`config.mk`:
```
export PLATFORM = sky130hd
export DESIGN_NAME = gregorian_days_between_dates
export DESIGN_NICKNAME = d
export VERILOG_FILES = /design/src/hdl/gdbd_pkg.sv /design/src/hdl/gregorian_days_between_dates.sv
export SDC_FILE = /design/constraint.sdc
export NUM_CORES = 2
export LEC_CHECK = 0
export BUFFER_PORTS_ARGS = -buffer_cell sky130_fd_sc_hd__buf_2
export CORE_MARGIN = 5
export CORE_UTILIZATION = 60
export DETAILED_ROUTE_END_ITERATION = 12
export PLACE_DENSITY = 0.74
export SLEW_MARGIN = 25
export SYNTH_ARGS = -nofsm -noshare
export SYNTH_HDL_FRONTEND = slang
export SYNTH_SLANG_ARGS = --single-unit
```
`constraint.sdc`:
```
create_clock -name clk -period 13.3 [get_ports clk]
set_clock_uncertainty 0.15 [all_clocks]
set_input_delay 2.66 -clock clk [delete_from_list [all_inputs] [get_ports clk]]
set_output_delay 2.66 -clock clk [all_outputs]
set_load 0.05 [all_outputs]
```
`src/hdl/gdbd_pkg.sv`:
```
// gdbd_pkg: widths, stage records and calendar tables for the date difference pipeline
// no dependencies; used by gregorian_days_between_dates
package gdbd_pkg;

  localparam int DAY_W     = 5;
  localparam int MONTH_W   = 4;
  localparam int YEAR_W    = 14;
  localparam int PRIOR_W   = 15;   // year + 399 for years up to 16383
  localparam int QUART_W   = 13;   // value >> 2
  localparam int PROD_W    = 26;   // quarter * RECIP_25
  localparam int QUOT_W    = 9;    // quotient by 25
  localparam int DBM_W     = 9;
  localparam int DN_W      = 23;   // running day number, unsigned
  localparam int DIFF_W    = 24;
  localparam int OUT_W     = 23;

  // floor(x / 25) == (x * RECIP_25) >> RECIP_SH for x below 4196
  localparam logic [QUART_W-1:0] RECIP_25 = 13'd5243;
  localparam int                 RECIP_SH = 17;

  localparam logic [PRIOR_W-1:0] PRIOR_OFS = 15'd399;
  localparam logic [DN_W-1:0]    DAYS_YEAR = 23'd365;

  localparam logic [MONTH_W-1:0] MONTH_JAN = 4'd1;
  localparam logic [MONTH_W-1:0] MONTH_FEB = 4'd2;
  localparam logic [MONTH_W-1:0] MONTH_DEC = 4'd12;

  localparam logic signed [DIFF_W-1:0] OUT_MAX = 24'sd4194303;
  localparam logic signed [DIFF_W-1:0] OUT_MIN = -24'sd4194304;

  typedef struct packed {
    logic [DAY_W-1:0]   day;
    logic [MONTH_W-1:0] month;
    logic [3:0]         year_low;
    logic [QUART_W-1:0] year_quart;
    logic [PRIOR_W-1:0] prior;
    logic [PROD_W-1:0]  prod_year;
    logic [PROD_W-1:0]  prod_prior;
    logic [DBM_W-1:0]   dbm;
    logic [DAY_W-1:0]   mlen;
    logic               month_ok;
  } s1_t;

  typedef struct packed {
    logic [DAY_W-1:0]   day;
    logic [MONTH_W-1:0] month;
    logic [DN_W-1:0]    base;
    logic [DBM_W-1:0]   dbm;
    logic [DAY_W-1:0]   mlen;
    logic               month_ok;
    logic               leap;
  } s2_t;

  typedef struct packed {
    logic [DN_W-1:0] dn;
    logic            ok;
  } s3_t;

  function automatic logic [DBM_W-1:0] days_before_month(input logic [MONTH_W-1:0] m);
    case (m)
      4'd1:    days_before_month = 9'd0;
      4'd2:    days_before_month = 9'd31;
      4'd3:    days_before_month = 9'd59;
      4'd4:    days_before_month = 9'd90;
      4'd5:    days_before_month = 9'd120;
      4'd6:    days_before_month = 9'd151;
      4'd7:    days_before_month = 9'd181;
      4'd8:    days_before_month = 9'd212;
      4'd9:    days_before_month = 9'd243;
      4'd10:   days_before_month = 9'd273;
      4'd11:   days_before_month = 9'd304;
      4'd12:   days_before_month = 9'd334;
      default: days_before_month = 9'd0;
    endcase
  endfunction

  function automatic logic [DAY_W-1:0] month_length(input logic [MONTH_W-1:0] m);
    case (m)
      4'd2:                      month_length = 5'd28;
      4'd4, 4'd6, 4'd9, 4'd11:   month_length = 5'd30;
      4'd1, 4'd3, 4'd5, 4'd7,
      4'd8, 4'd10, 4'd12:        month_length = 5'd31;
      default:                   month_length = 5'd0;
    endcase
  endfunction

endpackage

```
`src/hdl/gregorian_days_between_dates.sv`:
```
// gregorian_days_between_dates: signed day count between two gregorian dates
// depends on gdbd_pkg for widths, stage records and month tables
//
//  channel | handshake           | payload
//  --------+---------------------+----------------------------------------------
//  in      | in_valid, in_stall  | first_day/month/year, second_day/month/year
//  out     | out_valid, out_stall| elapsed_days, date_error
//
// four register stages: reciprocal multiplies by 1/25, year sums and leap test,
// day number, then difference with saturation into the output register.
// one item per cycle while out_stall is low; each item passes s1, s2, s3 and the output register.
// rst clears the stage valid bits only; payload registers are not reset.
// out_stall with out_valid high freezes every stage at once; in_stall is high while the output
// register holds an item that is stalled.
module gregorian_days_between_dates (
  input  logic               clk,
  input  logic               rst,
  input  logic               in_valid,
  output logic               in_stall,
  input  logic [4:0]         first_day,
  input  logic [3:0]         first_month,
  input  logic [13:0]        first_year,
  input  logic [4:0]         second_day,
  input  logic [3:0]         second_month,
  input  logic [13:0]        second_year,
  output logic               out_valid,
  input  logic               out_stall,
  output logic signed [22:0] elapsed_days,
  output logic               date_error
);
  import gdbd_pkg::*;

  logic advance;
  logic v1, v2, v3;
  s1_t  s1 [2];
  s1_t  s1_next [2];
  s2_t  s2 [2];
  s2_t  s2_next [2];
  s3_t  s3 [2];
  s3_t  s3_next [2];
  logic signed [OUT_W-1:0] elapsed_next;
  logic                    error_next;

  logic [DAY_W-1:0]   in_day [2];
  logic [MONTH_W-1:0] in_month [2];
  logic [YEAR_W-1:0]  in_year [2];

  assign advance  = !(out_valid && out_stall);
  assign in_stall = !advance;

  assign in_day[0]   = first_day;
  assign in_month[0] = first_month;
  assign in_year[0]  = first_year;
  assign in_day[1]   = second_day;
  assign in_month[1] = second_month;
  assign in_year[1]  = second_year;

  // stage 1: month tables and the two products by the reciprocal of 25
  always_comb begin
    logic [PRIOR_W-1:0] prior;
    logic [QUART_W-1:0] yq;
    logic [QUART_W-1:0] pq;
    for (int i = 0; i < 2; i++) begin
      prior = {1'b0, in_year[i]} + PRIOR_OFS;
      yq    = QUART_W'(in_year[i][YEAR_W-1:2]);
      pq    = prior[PRIOR_W-1:2];
      s1_next[i].day        = in_day[i];
      s1_next[i].month      = in_month[i];
      s1_next[i].year_low   = in_year[i][3:0];
      s1_next[i].year_quart = yq;
      s1_next[i].prior      = prior;
      s1_next[i].prod_year  = PROD_W'(yq) * PROD_W'(RECIP_25);
      s1_next[i].prod_prior = PROD_W'(pq) * PROD_W'(RECIP_25);
      s1_next[i].dbm        = days_before_month(in_month[i]);
      s1_next[i].mlen       = month_length(in_month[i]);
      s1_next[i].month_ok   = (in_month[i] >= MONTH_JAN) && (in_month[i] <= MONTH_DEC);
    end
  end

  // stage 2: days of all prior years and the leap test
  always_comb begin
    logic [QUOT_W-1:0]  qy;
    logic [QUOT_W-1:0]  q100;
    logic [QUART_W-1:0] rem25;
    logic               cent;
    for (int i = 0; i < 2; i++) begin
      qy    = s1[i].prod_year[RECIP_SH +: QUOT_W];
      q100  = s1[i].prod_prior[RECIP_SH +: QUOT_W];
      rem25 = s1[i].year_quart - (QUART_W'(qy) * QUART_W'(25));
      // divisible by 100 when divisible by 4 and year/4 by 25; by 400 when also by 16
      cent  = (rem25 == '0);
      s2_next[i].day      = s1[i].day;
      s2_next[i].month    = s1[i].month;
      s2_next[i].dbm      = s1[i].dbm;
      s2_next[i].mlen     = s1[i].mlen;
      s2_next[i].month_ok = s1[i].month_ok;
      s2_next[i].leap     = (s1[i].year_low[1:0] == 2'b00) &&
                            (!cent || (s1[i].year_low == 4'b0000));
      s2_next[i].base     = DN_W'(s1[i].prior) * DAYS_YEAR
                            + DN_W'(s1[i].prior[PRIOR_W-1:2])
                            - DN_W'(q100)
                            + DN_W'(q100[QUOT_W-1:2]);
    end
  end

  // stage 3: running day number and date check
  always_comb begin
    logic [DAY_W-1:0] len;
    logic             feb_leap;
    for (int i = 0; i < 2; i++) begin
      feb_leap = s2[i].leap && (s2[i].month == MONTH_FEB);
      len      = s2[i].mlen + DAY_W'(feb_leap);
      s3_next[i].ok = s2[i].month_ok && (s2[i].day != '0) && (s2[i].day <= len);
      s3_next[i].dn = s2[i].base + DN_W'(s2[i].dbm) + DN_W'(s2[i].day)
                      + DN_W'(s2[i].leap && (s2[i].month > MONTH_FEB));
    end
  end

  // stage 4: difference, saturation, zero on error
  always_comb begin
    logic signed [DIFF_W-1:0] diff;
    diff = $signed({1'b0, s3[1].dn}) - $signed({1'b0, s3[0].dn});
    if (diff > OUT_MAX) begin
      diff = OUT_MAX;
    end else if (diff < OUT_MIN) begin
      diff = OUT_MIN;
    end
    error_next = !(s3[0].ok && s3[1].ok);
    elapsed_next = error_next ? '0 : OUT_W'(diff);
  end

  always_ff @(posedge clk) begin
    if (rst) begin
      v1        <= 1'b0;
      v2        <= 1'b0;
      v3        <= 1'b0;
      out_valid <= 1'b0;
    end else if (advance) begin
      v1        <= in_valid;
      v2        <= v1;
      v3        <= v2;
      out_valid <= v3;
    end
  end

  always_ff @(posedge clk) begin
    if (advance) begin
      s1           <= s1_next;
      s2           <= s2_next;
      s3           <= s3_next;
      elapsed_days <= elapsed_next;
      date_error   <= error_next;
    end
  end

endmodule

```
# --- Yosys cells after proc, flatten, opt, wreduce, memory -nomap -nowiden ---
# Memories as Yosys holds them, arrays and structs flattened. A register that Yosys moved wholly into a read port is not among the register bits.
# Index checks and enable logic that the tools add are counted.
word_totals:
  output_inout_bits: 26
  n_memories: 4
  wordCells: 119
  mem_bits_ro: 448
  inputBits: 50
  register_bits: 356
op_classes:
  n_eq_ne: 2
  n_addsub: 19
  n_mux: 2
  order_cmp: 10
  reduce_logical: 32
  bitwise_logic: 1
  mul: 8
mem_list:
  columns: ["memory", "words", "width", "rd", "rd_ports_with_merged_regs", "wr", "line_no", "rtl"]
  rows:
  - ["(name not given)", 16, 9, 1, 1, 0, "gdbd_pkg.sv:60", "case (m)"]
  - ["(name not given)", 16, 9, 1, 1, 0, "gdbd_pkg.sv:60", null]
  - ["(name not given)", 16, 5, 1, 1, 0, "gdbd_pkg.sv:78", "case (m)"]
  - ["(name not given)", 16, 5, 1, 1, 0, "gdbd_pkg.sv:78", null]
ops:
  columns: ["op", "count"]
  rows:
  - ["13-bit by 13-bit multiplier with 26-bit output, second input constant", 2]
  - ["12-bit by 13-bit multiplier with 25-bit output, second input constant", 2]
  - ["23-bit by 1-bit adder with 23-bit output", 2]
  - ["23-bit by 13-bit adder with 23-bit output", 2]
  - ["23-bit by 5-bit adder with 23-bit output", 2]
  - ["23-bit by 7-bit adder with 23-bit output", 2]
  - ["23-bit by 9-bit adder with 23-bit output", 2]
  - ["15-bit by 9-bit multiplier with 23-bit output, second input constant", 2]
  - ["23-bit by 9-bit subtractor with 23-bit output", 2]
  - ["14-bit by 9-bit adder with 15-bit output, second input constant", 2]
  - ["13-bit logical NOT", 2]
  - ["8-bit by 5-bit multiplier with 13-bit output, second input constant", 2]
  - ["12-bit by 13-bit subtractor with 13-bit output", 2]
  - ["24-bit by 23-bit > comparator with 1-bit output, second input constant", 1]
  - ["24-bit by 23-bit < comparator with 1-bit output, second input constant", 1]
  - ["23-bit by 23-bit subtractor with 24-bit output", 1]
  - ["23-bit 2-to-1 mux", 1]
  - ["22-bit 2-to-1 mux", 1]
  - ["1-bit logical AND", 14]
  - ["5-bit by 1-bit adder with 5-bit output", 2]
  - ["5-bit <= comparator", 2]
  - ["5-bit nonzero test", 2]
  - ["4-bit by 2-bit equality test with 1-bit output, second input constant", 2]
  - ["4-bit by 1-bit greater-or-equal comparator with 1-bit output, second input constant", 2]
  - ["8 further kinds", 19]

# --- Logic depth before layout (Yosys ltp) ---
logic_depth:
  word_depth: 6
  mapped_depth: 29
  ltp_nobuf: 29

# --- Worst setup path before layout ---
# Ideal clock, no wire load.
synth_timing:
  kind: "input-to-output"
  startpoint: "input port out_stall"
  endpoint: "output port in_stall"
  required_ns: 10.490
  path_stages: 2
  path_slack_ns: -1.014
  path_buffers: 0
  arrival_ns: 11.504
  path_cell_list: "nand2_1 -> inv_1"
synth_via:
  elab_chain_len: 1
synth_rtl:
  columns: ["item", "line_no", "rtl"]
  rows:
  - ["start: declaration", "gregorian_days_between_dates.sv:27", "input logic out_stall,"]
  - ["1-bit logical AND", "gregorian_days_between_dates.sv:48", "assign advance = !(out_valid && out_stall);"]
  - ["end: declaration", "gregorian_days_between_dates.sv:19", "output logic in_stall,"]
# No other way between the ends.

==> results.cfg <==
[drt]
avgRoutedWirePerCell_um = 16.2
drc_errors = 0
drt_iter0_drc = 936
viasPerCell = 5.31
routed_wl_mm = 66.5
antenna_left = 0
vias = 21800
dr.pass1.iters = 7

[final_layout]
final_nets = 4455
drive_above_1_share = 0.0476
area_growth_pct = 7.31
final_area_um2 = 37600
final_cells = 4109
nFillCells = 4398

[min_path]
hold_path_class = reg -> reg

[clocking]
postCtsHoldBufs = 0
clk_path_buf_depth = 3
cts_buffers = 36
clk_latency_ps = 560
cts_tree = done
ctsResizeCount = 0
clk_pin_slew_ps = 60
htree_num_levels = 2
clock-root-buffer = clkbuf_16
post_cts_buffers = 0
clkSinkCount = 304

[global_routing]
grt_max_degree = 106
grt_pass1_vias = 23300
globalRoute.totalOverflow = 0
grtUsageMet1 = 0.292
grt_pass1_wl_mm = 113
busiest_layer = met2
antenna_found_initial = 4
grt_use_total = 0.216
grtUsageMet3 = 0.0317
grt_use_met2 = 0.375

[critical_path]
cp_max_fo = 8
crit_family = adder cells
required_ps = 13450
crit_type = in -> reg
start_kind = input pin
slowest_stage = fa_1
worst_path_most_repeated_cell = inv_1
cp-end-kind = flip-flop
crit_buf_inv = 7
cp_slowest_stage_delay_ps = 550
arrival_ps = 9650

[yosys]
yosysUniqueCellTypes = 74
synth_edf_count = 300
ys_ff_latch = 304
synth_top_family_by_area = adder cells
synthTopCellsByCount = inv_1 (839), ha_1 (677), fa_1 (412)
netlist_top_cells_area = edfxtp_1 (26%), ha_1 (24%), fa_1 (24%)
yosys.area.top_type = edfxtp_1
yosys_warnings = 0
synth_top_cell_area_share = 0.257
synth.avg_cell_area_um2 = 10.9
synth_compound_area_frac = 0.0695
netlist_instances = 3205
synth_area_um2 = 35000
synth_adder_area_share = 0.477
yosysMostFrequentCell = inv_1
synthMuxAreaShare = 0.00518
synth_ff_type = edfxtp_1
synthSimpleGateAreaFrac = 0.0553
synth_xor_area_frac = 0.0420
synthesis.nets = 4344
async_flop_share = 0
ys_seq_area_frac = 0.260

[die]
start_util = 0.606
fp.dieW_um = 252
io_pins = 76
core_um2 = 57800
fp.dieH_um = 252
rows = 88
dieArea_um2 = 63300

[place]
place_area_um2 = 36400
pre_cts_ws_ps = 3220
hpwl_mm = 57.0
gp_congestion = 0.930
place.port_buffers = 75
post-place-cells = 4043

[sta]
rsz0062_at_grt = no
slew_violations = 0
relSlewSlack = 0.292
tns_ps = 0
period_share = 0.715
tightest_slew_ps = 1050
hold_viol = 0
period_needed_ps = 9510
setup_viol = 0
fmax_ghz = 0.105
setup_slack_ps = 3790

[outcome]
status = completed

[flow_run]
cap_viol_max_count = 0
[cell usage in the layout, fill, tap and decap left out, types with 42 or more instances in the layout]
cell,count
inv_1,839
ha_1,677
fa_1,412
edfxtp_1,300
a21oi_1,111
xnor2_1,107
nand2_1,97
nor2_1,95
buf_2,75
xor2_1,60
o21ai_0,58
o21ai_1,45
nand3_1,43
a21o_1,42
[worst register-to-register path, stage by stage (launching register included)]
cell and delay [ps]:
edfxtp_1 600, inv_1 150, ha_1 350, fa_1 560, inv_1 60, fa_1 480
inv_1 50, fa_1 530, inv_1 50, fa_1 470, ha_1 360, a21o_1 180
a21oi_1 200, nand2_1 90, o21a_1 210, o21a_1 220, a41o_1 240, or4_1 460
a2111oi_1 390, nor3b_1 100
[per-stage QoR]
step	hold slack [ps]	utilization
floorplan	250	-
global placement	250	0.629
detailed placement	255	0.630
CTS	263	0.650
global route	266	0.650
finish	259	0.650
[per-layer routing]
layer	vias up	part of all wire
li1	10700	-
met1	10700	0.45
met2	343	0.49
met3	90	0.039
met4	2	0.020
met5	-	0.00020
[state kept, by name, indices dropped and copies added (netlist names)]
name,count
s1,136
elapsed_days,23
v1,1
s3,48
s2,92
v3,1
date_error,1
out_valid,1
v2,1
[worst paths after layout]
| kind | slack, ps | end | from | cells past startpoint |
|---|---|---|---|---|
| worst min register to register | 260 | s2[13]$_DFFE_PN_ | s1[12]$_DFFE_PN_ | 0 |
| worst max register to register | 7130 | s2[38]$_DFFE_PN_ | s1[73]$_DFFE_PN_ | 19 |
| worst min-delay path | 260 | s2[13]$_DFFE_PN_ | s1[12]$_DFFE_PN_ | 0 |
| worst max-delay path | 3790 | s1[148]$_DFFE_PN_ | first_year[2] | 27 |
[cell type report]
type | count | area, um^2 | share of cell area
antenna | 2 | 5.00 | 0.000133
clock buffer | 37 | 905 | 0.0241
clock inverter | 27 | 275 | 0.00733
inverter | 840 | 3150 | 0.0839
multi-input combinational | 2052 | 22800 | 0.606
sequential | 304 | 9090 | 0.242
tap | 765 | 957 | 0.0255
timing repair buffer | 82 | 428 | 0.0114
[cell families (layout without fill, tap and decap cells)]
kind of cell / Yosys count / after routing
fa+ha+maj: 1089 / 1089
buf+inv: 849 / 986
simple gates: 396 / 396
compound gates: 383 / 383
flops: 304 / 304
xor+xnor: 168 / 168
mux: 16 / 16
other cells: 0 / 2
Power is left out: the tool's default activity adds up to more than one toggle a clock period on the data nets, which glitch-free logic cannot reach.
